**src/drfs_pkg.sv**
```systemverilog
// shared types and constants for the rectangle fill command streamer
// no dependencies; used by the interfaces, the engine and the top level
package drfs_pkg;

    localparam int unsigned COORD_W = 16;
    localparam int unsigned BYTE_W = 8;
    localparam int unsigned CFG_INDEX_W = 2;
    localparam int unsigned CFG_DATA_W = 16;

    localparam logic [BYTE_W-1:0] CMD_COLUMN_SET = 8'h2A;
    localparam logic [BYTE_W-1:0] CMD_PAGE_SET = 8'h2B;
    localparam logic [BYTE_W-1:0] CMD_MEM_WRITE = 8'h2C;

    localparam logic OP_START = 1'b0;
    localparam logic OP_READY = 1'b1;

    localparam logic ORIENT_PORTRAIT = 1'b0;
    localparam logic ORIENT_LANDSCAPE = 1'b1;

    localparam logic [CFG_INDEX_W-1:0] CFG_ORIENTATION = 2'd0;
    localparam logic [CFG_INDEX_W-1:0] CFG_LONG_SIDE = 2'd1;

    localparam logic [COORD_W-1:0] LONG_SIDE_RESET = 16'd320;

    typedef enum logic [3:0] {
        STEP_COL_CMD   = 4'd0,
        STEP_COL0_HI   = 4'd1,
        STEP_COL0_LO   = 4'd2,
        STEP_COL1_HI   = 4'd3,
        STEP_COL1_LO   = 4'd4,
        STEP_PAGE_CMD  = 4'd5,
        STEP_PAGE0_HI  = 4'd6,
        STEP_PAGE0_LO  = 4'd7,
        STEP_PAGE1_HI  = 4'd8,
        STEP_PAGE1_LO  = 4'd9,
        STEP_MEM_WRITE = 4'd10,
        STEP_PIXEL     = 4'd11
    } step_t;

    typedef struct packed {
        logic [COORD_W-1:0] x;
        logic [COORD_W-1:0] y;
        logic [COORD_W-1:0] length;
        logic [COORD_W-1:0] rows;
        logic [COORD_W-1:0] colour;
    } rect_t;

    typedef struct packed {
        logic               orientation;
        logic [COORD_W-1:0] long_side;
    } cfg_t;

    typedef struct packed {
        logic [BYTE_W-1:0] byte_out;
        logic              is_data;
        logic              last;
    } result_t;

endpackage

```
**src/drfs_if.sv**
```systemverilog
// channel interfaces: rectangle/ready input, byte output, register writes
// depends on drfs_pkg for widths
interface drfs_in_if;
    logic                         valid;
    logic                         ready;
    logic                         cmd;
    logic [drfs_pkg::COORD_W-1:0] start_x;
    logic [drfs_pkg::COORD_W-1:0] start_y;
    logic [drfs_pkg::COORD_W-1:0] run_length;
    logic [drfs_pkg::COORD_W-1:0] row_total;
    logic [drfs_pkg::COORD_W-1:0] colour;

    modport source (
        output valid, cmd, start_x, start_y, run_length, row_total, colour,
        input  ready
    );
    modport sink (
        input  valid, cmd, start_x, start_y, run_length, row_total, colour,
        output ready
    );
endinterface

interface drfs_out_if;
    logic                        valid;
    logic                        ready;
    logic [drfs_pkg::BYTE_W-1:0] byte_out;
    logic                        is_data;
    logic                        last;

    modport source (
        output valid, byte_out, is_data, last,
        input  ready
    );
    modport sink (
        input  valid, byte_out, is_data, last,
        output ready
    );
endinterface

interface drfs_cfg_if;
    logic                             valid;
    logic                             ready;
    logic [drfs_pkg::CFG_INDEX_W-1:0] index;
    logic [drfs_pkg::CFG_DATA_W-1:0]  data;

    modport source (
        output valid, index, data,
        input  ready
    );
    modport sink (
        input  valid, index, data,
        output ready
    );
endinterface

```
**src/drfs_engine.sv**
```systemverilog
// rectangle state and byte sequencer: one byte per accepted ready word while busy
// depends on drfs_pkg
module drfs_engine (
    input  logic              clk,
    input  logic              rst_n,
    input  logic              accept,
    input  logic              cmd,
    input  drfs_pkg::rect_t   rect,
    input  drfs_pkg::cfg_t    cfg,
    output logic              res_valid,
    output drfs_pkg::result_t res,
    output logic              busy
);

    logic                         busy_reg, busy_next;
    logic [drfs_pkg::COORD_W-1:0] row_index_reg, row_index_next;
    drfs_pkg::step_t              step_reg, step_next;
    logic [drfs_pkg::COORD_W-1:0] pixel_index_reg, pixel_index_next;
    logic                         low_half_reg, low_half_next;
    drfs_pkg::rect_t              held_reg, held_next;

    logic [drfs_pkg::COORD_W-1:0] row_y;
    logic [drfs_pkg::COORD_W-1:0] col0, col1, page0, page1;
    logic [drfs_pkg::COORD_W-1:0] row_inc, pixel_inc;
    logic                         row_end;

    assign row_y = held_reg.y + row_index_reg;
    assign row_inc = row_index_reg + 16'd1;
    assign pixel_inc = pixel_index_reg + 16'd1;

    // landscape swaps axes and mirrors pages against the long side
    always_comb
    begin
        if (cfg.orientation == drfs_pkg::ORIENT_PORTRAIT)
        begin
            col0 = held_reg.x;
            col1 = held_reg.x + held_reg.length;
            page0 = row_y;
            page1 = row_y;
        end
        else
        begin
            col0 = row_y;
            col1 = row_y;
            page0 = cfg.long_side - held_reg.x - held_reg.length;
            page1 = cfg.long_side - held_reg.x;
        end
    end

    always_comb
    begin
        busy_next = busy_reg;
        row_index_next = row_index_reg;
        step_next = step_reg;
        pixel_index_next = pixel_index_reg;
        low_half_next = low_half_reg;
        held_next = held_reg;
        res_valid = 1'b0;
        res.byte_out = drfs_pkg::CMD_MEM_WRITE;
        res.is_data = 1'b1;
        res.last = 1'b0;
        row_end = 1'b0;

        if (cmd == drfs_pkg::OP_START)
        begin
            if (!busy_reg)
            begin
                held_next = rect;
                row_index_next = '0;
                step_next = drfs_pkg::STEP_COL_CMD;
                pixel_index_next = '0;
                low_half_next = 1'b0;
                busy_next = (rect.rows != '0);
            end
        end
        else if (busy_reg)
        begin
            res_valid = 1'b1;
            unique case (step_reg)
                drfs_pkg::STEP_COL_CMD:
                begin
                    res.byte_out = drfs_pkg::CMD_COLUMN_SET;
                    res.is_data = 1'b0;
                    step_next = drfs_pkg::STEP_COL0_HI;
                end
                drfs_pkg::STEP_COL0_HI:
                begin
                    res.byte_out = col0[15:8];
                    step_next = drfs_pkg::STEP_COL0_LO;
                end
                drfs_pkg::STEP_COL0_LO:
                begin
                    res.byte_out = col0[7:0];
                    step_next = drfs_pkg::STEP_COL1_HI;
                end
                drfs_pkg::STEP_COL1_HI:
                begin
                    res.byte_out = col1[15:8];
                    step_next = drfs_pkg::STEP_COL1_LO;
                end
                drfs_pkg::STEP_COL1_LO:
                begin
                    res.byte_out = col1[7:0];
                    step_next = drfs_pkg::STEP_PAGE_CMD;
                end
                drfs_pkg::STEP_PAGE_CMD:
                begin
                    res.byte_out = drfs_pkg::CMD_PAGE_SET;
                    res.is_data = 1'b0;
                    step_next = drfs_pkg::STEP_PAGE0_HI;
                end
                drfs_pkg::STEP_PAGE0_HI:
                begin
                    res.byte_out = page0[15:8];
                    step_next = drfs_pkg::STEP_PAGE0_LO;
                end
                drfs_pkg::STEP_PAGE0_LO:
                begin
                    res.byte_out = page0[7:0];
                    step_next = drfs_pkg::STEP_PAGE1_HI;
                end
                drfs_pkg::STEP_PAGE1_HI:
                begin
                    res.byte_out = page1[15:8];
                    step_next = drfs_pkg::STEP_PAGE1_LO;
                end
                drfs_pkg::STEP_PAGE1_LO:
                begin
                    res.byte_out = page1[7:0];
                    step_next = drfs_pkg::STEP_MEM_WRITE;
                end
                drfs_pkg::STEP_MEM_WRITE:
                begin
                    res.byte_out = drfs_pkg::CMD_MEM_WRITE;
                    res.is_data = 1'b0;
                    if (held_reg.length == '0)
                    begin
                        row_end = 1'b1;
                    end
                    else
                    begin
                        step_next = drfs_pkg::STEP_PIXEL;
                    end
                end
                default:
                begin
                    if (!low_half_reg)
                    begin
                        res.byte_out = held_reg.colour[15:8];
                        low_half_next = 1'b1;
                    end
                    else
                    begin
                        res.byte_out = held_reg.colour[7:0];
                        low_half_next = 1'b0;
                        pixel_index_next = pixel_inc;
                        row_end = (pixel_inc == held_reg.length);
                    end
                end
            endcase

            if (row_end)
            begin
                row_index_next = row_inc;
                step_next = drfs_pkg::STEP_COL_CMD;
                pixel_index_next = '0;
                low_half_next = 1'b0;
                if (row_inc == held_reg.rows)
                begin
                    busy_next = 1'b0;
                    res.last = 1'b1;
                end
            end
        end
    end

    always_ff @(posedge clk or negedge rst_n)
    begin
        if (!rst_n)
        begin
            busy_reg <= 1'b0;
            row_index_reg <= '0;
            step_reg <= drfs_pkg::STEP_COL_CMD;
            pixel_index_reg <= '0;
            low_half_reg <= 1'b0;
        end
        else if (accept)
        begin
            busy_reg <= busy_next;
            row_index_reg <= row_index_next;
            step_reg <= step_next;
            pixel_index_reg <= pixel_index_next;
            low_half_reg <= low_half_next;
        end
    end

    always_ff @(posedge clk)
    begin
        if (accept)
        begin
            held_reg <= held_next;
        end
    end

    assign busy = busy_reg;

endmodule

```
**src/display_rect_fill_streamer.sv**
```systemverilog
// Rectangle fill command streamer. A start word latches a rectangle when idle;
// every later ready word yields one byte of the column-set, page-set, memory-write
// header for each row, followed by the colour bytes of every pixel. One word
// is taken per clock while the output is not stalled: the byte is computed
// combinationally from the held rectangle and row counters and lands in an output
// register, and a new word is taken whenever that register is empty or drained in
// the same cycle. Register writes are always ready.
// depends on drfs_pkg, drfs_if and drfs_engine
module display_rect_fill_streamer (
    input logic        clk,
    input logic        rst_n,
    drfs_in_if.sink    stream_in,
    drfs_out_if.source stream_out,
    drfs_cfg_if.sink   cfg
);

    logic                         orientation_reg;
    logic [drfs_pkg::COORD_W-1:0] long_side_reg;
    logic                         out_valid_reg;
    drfs_pkg::result_t            out_data_reg;

    drfs_pkg::rect_t   rect;
    drfs_pkg::cfg_t    cfg_now;
    drfs_pkg::result_t res;
    logic              res_valid;
    logic              in_accept;
    logic              busy;

    assign rect.x = stream_in.start_x;
    assign rect.y = stream_in.start_y;
    assign rect.length = stream_in.run_length;
    assign rect.rows = stream_in.row_total;
    assign rect.colour = stream_in.colour;

    assign cfg_now.orientation = orientation_reg;
    assign cfg_now.long_side = long_side_reg;

    assign stream_in.ready = !out_valid_reg || stream_out.ready;
    assign in_accept = stream_in.valid && stream_in.ready;

    drfs_engine u_engine (
        .clk       (clk),
        .rst_n     (rst_n),
        .accept    (in_accept),
        .cmd       (stream_in.cmd),
        .rect      (rect),
        .cfg       (cfg_now),
        .res_valid (res_valid),
        .res       (res),
        .busy      (busy)
    );

    assign cfg.ready = 1'b1;

    always_ff @(posedge clk or negedge rst_n)
    begin
        if (!rst_n)
        begin
            orientation_reg <= drfs_pkg::ORIENT_LANDSCAPE;
            long_side_reg <= drfs_pkg::LONG_SIDE_RESET;
        end
        else if (cfg.valid)
        begin
            unique case (cfg.index)
                drfs_pkg::CFG_ORIENTATION: orientation_reg <= cfg.data[0];
                drfs_pkg::CFG_LONG_SIDE:   long_side_reg <= cfg.data;
                default:                   ;
            endcase
        end
    end

    // output register, refilled in the same cycle it drains
    always_ff @(posedge clk or negedge rst_n)
    begin
        if (!rst_n)
        begin
            out_valid_reg <= 1'b0;
        end
        else if (in_accept && res_valid)
        begin
            out_valid_reg <= 1'b1;
        end
        else if (stream_out.ready)
        begin
            out_valid_reg <= 1'b0;
        end
    end

    always_ff @(posedge clk)
    begin
        if (in_accept && res_valid)
        begin
            out_data_reg <= res;
        end
    end

    assign stream_out.valid = out_valid_reg;
    assign stream_out.byte_out = out_data_reg.byte_out;
    assign stream_out.is_data = out_data_reg.is_data;
    assign stream_out.last = out_data_reg.last;

    // a start word never produces a byte
    a_start_no_word: assert property (@(posedge clk) disable iff (!rst_n)
        in_accept && stream_in.cmd == drfs_pkg::OP_START
        |=> out_valid_reg == $past(out_valid_reg && !stream_out.ready))
        else $error("start word produced an output byte");

    // input stalls only behind a full output register
    a_stall_full: assert property (@(posedge clk) disable iff (!rst_n)
        !stream_in.ready |-> out_valid_reg)
        else $error("input stalled with empty output register");

    // a final command byte can only be the memory-write command
    a_last_cmd: assert property (@(posedge clk) disable iff (!rst_n)
        out_valid_reg && out_data_reg.last && !out_data_reg.is_data
        |-> out_data_reg.byte_out == drfs_pkg::CMD_MEM_WRITE)
        else $error("last flag on a header byte other than memory write");

    // the final byte of a rectangle leaves the engine idle
    a_last_idle: assert property (@(posedge clk) disable iff (!rst_n)
        in_accept && res_valid && res.last |=> !busy)
        else $error("engine still busy after last byte");

endmodule

```
**src/flat_wrapper.sv**
```systemverilog
// flat-port wrapper written by rule: the top's interface ports become plain ports
module display_rect_fill_streamer_flat 
  (clk, rst_n, stream_in_valid, stream_in_cmd, stream_in_start_x, stream_in_start_y, stream_in_run_length, stream_in_row_total, stream_in_colour, stream_in_ready, stream_out_valid, stream_out_byte_out, stream_out_is_data, stream_out_last, stream_out_ready, cfg_valid, cfg_index, cfg_data, cfg_ready);
  drfs_in_if stream_in_i ();
  drfs_out_if stream_out_i ();
  drfs_cfg_if cfg_i ();
  input logic clk;
  input logic rst_n;
  input wire logic [$bits(stream_in_i.valid)-1:0] stream_in_valid;
  input wire logic [$bits(stream_in_i.cmd)-1:0] stream_in_cmd;
  input wire logic [$bits(stream_in_i.start_x)-1:0] stream_in_start_x;
  input wire logic [$bits(stream_in_i.start_y)-1:0] stream_in_start_y;
  input wire logic [$bits(stream_in_i.run_length)-1:0] stream_in_run_length;
  input wire logic [$bits(stream_in_i.row_total)-1:0] stream_in_row_total;
  input wire logic [$bits(stream_in_i.colour)-1:0] stream_in_colour;
  output wire logic [$bits(stream_in_i.ready)-1:0] stream_in_ready;
  output wire logic [$bits(stream_out_i.valid)-1:0] stream_out_valid;
  output wire logic [$bits(stream_out_i.byte_out)-1:0] stream_out_byte_out;
  output wire logic [$bits(stream_out_i.is_data)-1:0] stream_out_is_data;
  output wire logic [$bits(stream_out_i.last)-1:0] stream_out_last;
  input wire logic [$bits(stream_out_i.ready)-1:0] stream_out_ready;
  input wire logic [$bits(cfg_i.valid)-1:0] cfg_valid;
  input wire logic [$bits(cfg_i.index)-1:0] cfg_index;
  input wire logic [$bits(cfg_i.data)-1:0] cfg_data;
  output wire logic [$bits(cfg_i.ready)-1:0] cfg_ready;
  assign stream_in_i.valid = stream_in_valid;
  assign stream_in_i.cmd = stream_in_cmd;
  assign stream_in_i.start_x = stream_in_start_x;
  assign stream_in_i.start_y = stream_in_start_y;
  assign stream_in_i.run_length = stream_in_run_length;
  assign stream_in_i.row_total = stream_in_row_total;
  assign stream_in_i.colour = stream_in_colour;
  assign stream_in_ready = stream_in_i.ready;
  assign stream_out_valid = stream_out_i.valid;
  assign stream_out_byte_out = stream_out_i.byte_out;
  assign stream_out_is_data = stream_out_i.is_data;
  assign stream_out_last = stream_out_i.last;
  assign stream_out_i.ready = stream_out_ready;
  assign cfg_i.valid = cfg_valid;
  assign cfg_i.index = cfg_index;
  assign cfg_i.data = cfg_data;
  assign cfg_ready = cfg_i.ready;
  display_rect_fill_streamer u_core (.clk(clk), .rst_n(rst_n), .stream_in(stream_in_i), .stream_out(stream_out_i), .cfg(cfg_i));
endmodule
```
**config.mk**
```make
export PLATFORM = sky130hd
export DESIGN_NAME = display_rect_fill_streamer_flat
export DESIGN_NICKNAME = d
export VERILOG_FILES = /design/src/drfs_pkg.sv /design/src/drfs_if.sv /design/src/drfs_engine.sv /design/src/display_rect_fill_streamer.sv /design/src/flat_wrapper.sv
export SDC_FILE = /design/constraint.sdc
export NUM_CORES = 1
export LEC_CHECK = 0
export BUFFER_PORTS_ARGS = -buffer_cell sky130_fd_sc_hd__buf_2
export CAP_MARGIN = 25
export CELL_PAD_IN_SITES_DETAIL_PLACEMENT = 1
export CELL_PAD_IN_SITES_GLOBAL_PLACEMENT = 1
export CORE_ASPECT_RATIO = 0.9
export CORE_MARGIN = 3
export CORE_UTILIZATION = 30
export DETAILED_ROUTE_END_ITERATION = 8
export PLACE_DENSITY_LB_ADDON = 0.1
export SYNTH_ARGS = -nofsm -noshare
export SYNTH_HDL_FRONTEND = slang
export SYNTH_SLANG_ARGS = --single-unit
```
**constraint.sdc**
```tcl
create_clock -name clk -period 5.26 [get_ports clk]
set_clock_uncertainty 0.2 [all_clocks]
set_input_delay 0.789 -clock clk [delete_from_list [all_inputs] [get_ports clk]]
set_output_delay 0.789 -clock clk [all_outputs]
set_load 0.02 [all_outputs]
```
==> summary.md <==
| Metric | Value |
|---|---|
| Share of power burned in registers | `0.349` |
| Setup TNS | `0 ns` |
| Fmax | `211 MHz` |
| Remaining antenna violation count | `0` |
| Max H-tree Level | `4` |
| Crit start category | `register` |
| Run status | `complete, no violations` |
| Core Region | `0.0344 mm2` |
| Layout cells sized above 1 | `0.162` |
| Final worst path period need | `4.75 ns` |
| Post-synth top area share | `0.255` |
| Final instance area | `0.0123 mm2` |
| Nets | `1401` |
| Hold-fix buffers at CTS | `0` |
| Initial antenna violation count | `0` |
| R2R Path End | `u_core.stream_out.byte_out[6]` |
| Drt total wl | `38400 um` |
| I/O Pins | `117` |
| Routed vias/inst | `5.43` |
| First-pass GRT wire length | `57700 um` |
| Area of the die | `0.0377 mm2` |
| Area Overhead vs Synth | `15.7%` |
| Port-buffer cells | `115` |
| Sequential cell area fraction in the yosys report | `0.387` |
| Detail Placement HPWL | `29400 um` |
| Slowest cell on crit path | `a2111oi_0` |
| Met2 WL | `16500 um` |
| WS Path Type | `reg2reg` |
| Distinct cell type count after synthesis | `76` |
| Comb power frac | `0.337` |
| Yosys top cell by area | `edfxtp_1` |
| EDFF count, synth | `90` |
| Largest net degree at the start of global routing | `47` |
| Clock buffer depth | `2` |
| Switching Fraction | `0.370` |
| Worst setup margin | `0.510 ns` |
| DP Area | `0.0117 mm2` |
| Worst Max-Slew Pin Slew | `0.976 ns` |
| RSZ-0062 raised after global routing | `no` |
| Max-cap violations | `0` |
| Placer Congestion | `0.862` |
| Rel. slew slack | `0.344` |
| Leak | `4.85 nW` |
| Area contributors post-synth | `edfxtp_1 (25%), dfrtp_1 (13%), ha_1 (7.8%)` |
| CP delay by family, top | `compound AO/OA/AOI/OAI gates` |
| Yosys warns | `0` |
| Post-Route Utilization | `0.356` |
| Async set-reset flop share out of synthesis | `0.384` |
| Worst min path class | `in2async` |
| CTS Buf Count | `17` |
| Syn Area/Cell | `9.41 um2` |
| CTS tree | `yes` |
| All-Layer GR Usage | `0.204` |
| Vias in the first global route | `9327` |
| Clock latency on the worst-skew pair | `0.46 ns` |
| Grt total ovfl | `0` |
| Buffers & Inverters on Critical Path | `0` |
| Synth Instances | `1127` |
| Arrival @ worst endpoint | `4.75 ns` |
| Setup WS pre-CTS | `0.571 ns` |
| Clock power frac | `0.315` |
| Final Cycle Share | `0.903` |
| # setup viols final | `0` |
| Power Dens Cells | `327 mW/mm2` |
| Reg2reg path depth | `13` |
| Synth Cell Area | `0.0106 mm2` |
| Crit path cell chain | `ha_1, fa_1, xnor2_1, ha_1, a21oi_1, o21bai_1, a2111oi_0, o31ai_1, a2111o_1, a41oi_1, mux2i_1, a2111oi_0, nor3_1` |
| N_diodes | `0` |
| Number of clock sinks | `146` |
| CP max stage delay | `0.77 ns` |
| Number of synthesized register bits | `146` |
| Cell row count | `64` |
| Iteration count of the initial detailed-routing pass | `4` |
| CP max FO | `4` |
| DRC viols | `0` |
| # Post-CTS Setup Buffers | `0` |
| Reg-to-reg slack, setup | `0.51 ns` |
| Commonest register cell after synthesis | `edfxtp_1` |
| Most common cell after layout, fill and taps aside | `buf_2` |
| Most frequent cells in the layout | `buf_2 (115), nand2_1 (99), edfxtp_1 (90), o21ai_0 (83), ha_1 (66)` |
| Clock-pin slew on the worst setup and hold paths | `0.07 ns` |
| Hold Vio Cnt, Final | `0` |
| Peak VDD IR | `0.000246 V` |
| M1 WL | `19100 um` |
| CP Capture Type | `register` |
| Worst Path Required | `5.26 ns` |
| Worst R2R Start | `u_core.u_engine.held_reg[64]` |
| Drt wl/cell | `22.5 um` |
| Met3 WL post-DR | `1980 um` |
| Die span in x | `204 um` |
| Power Total | `4.01 mW` |
| Top Layer Used | `met4` |
| Psw | `1.48 mW` |
| Syn_nets | `1301` |
| Post_cts resized | `0` |
| Final Max Tran Viols | `0` |
| DRT iter0 DRCs | `590` |
| Die H | `184 um` |
| Root buf cell | `clkbuf_16` |
| Via count | `9242` |
| Initial Util | `0.308` |
| Max FFs per register | `80` |
| Internal power | `2.53 mW` |
[cell families (layout without fill, tap and decap cells)]
group,after synthesis,count (layout),synth area share
AO/OA/AOI/OAI,338,338,0.216
other,1,1,0.000354
multiplexers,31,31,0.0316
buffers and inverters,104,217,0.0389
XOR/XNOR,90,90,0.0743
AND/OR/NAND/NOR,347,347,0.167
flip-flops,146,146,0.387
adder cells (fa/ha/maj),70,70,0.0854
[power by group through the flow]
stage	logic [mW]	clock network, mW	registers, mW
after global routing	1.49	1.34	1.41
after global placement	1.33	0	1.42
final	1.35	1.26	1.40
after detailed placement	1.33	0	1.42
after CTS	1.34	1.30	1.40
after floorplan	0.929	0	1.36
[area by class of cell]
class                      count  area (um2)
timing repair buffer         131         696
multi-input combinational    877        6110
sequential                   146        4110
clock inverter                14         155
inverter                      54         203
clock buffer                  18         429
fill                        4007       22200
tap                          462         578
[worst max path at each step]
stage	slack (ns)	endpoint	from	depth (start not counted)
6_report	0.51	u_core.stream_out.byte_out[6]	u_core.u_engine.held_reg[64]	13
3_3_place_gp	0.69	u_core.stream_out.byte_out[6]	u_core.u_engine.held_reg[64]	15
4_1_cts	0.57	u_core.stream_out.byte_out[7]	u_core.u_engine.held_reg[65]	17
2_1_floorplan	1.18	u_core.stream_out.byte_out[7]	u_core.u_engine.held_reg[65]	17
5_1_grt	0.20	u_core.stream_out.byte_out[6]	u_core.u_engine.held_reg[64]	15
3_5_place_dp	0.57	u_core.stream_out.byte_out[6]	u_core.u_engine.held_reg[64]	15
[stage by stage]
stage | hold slack, ns | std cells
2_1_floorplan | 0.279 | 1127
4_1_cts | 0.191 | 1702
5_1_grt | 0.229 | 1702
3_3_place_gp | 0.289 | 1670
3_5_place_dp | 0.301 | 1670
6_report | 0.184 | 1702
[synthesized netlist by cell type (all sizes together) (22+ instances only)]
cell type and count:
a21oi 64, clkbuf 45, dfrtp 53, edfxtp 90, ha 66, inv 54
nand2 99, nand2b 22, nand3 29, nor2 55, nor3 36, o21ai 84
xnor2 64, xor2 26
[worst reg2reg max path, cell delays in order, from the launching register on]
cell and delay (ns):
edfxtp_1 0.43, ha_1 0.26, fa_1 0.42, xnor2_1 0.33
ha_1 0.35, a21oi_1 0.17, o21bai_1 0.12, a2111oi_0 0.77
o31ai_1 0.21, a2111o_1 0.49, a41oi_1 0.25, mux2i_1 0.11
a2111oi_0 0.30, nor3_1 0.09
[layer usage]
layer  GRT usage  vias up
li1            -     4429
met1       0.294     4574
met2       0.306      213
met3      0.0477       26
met4      0.0559        0
met5           0        -
Note: power is estimated with default switching activity, not from simulation.
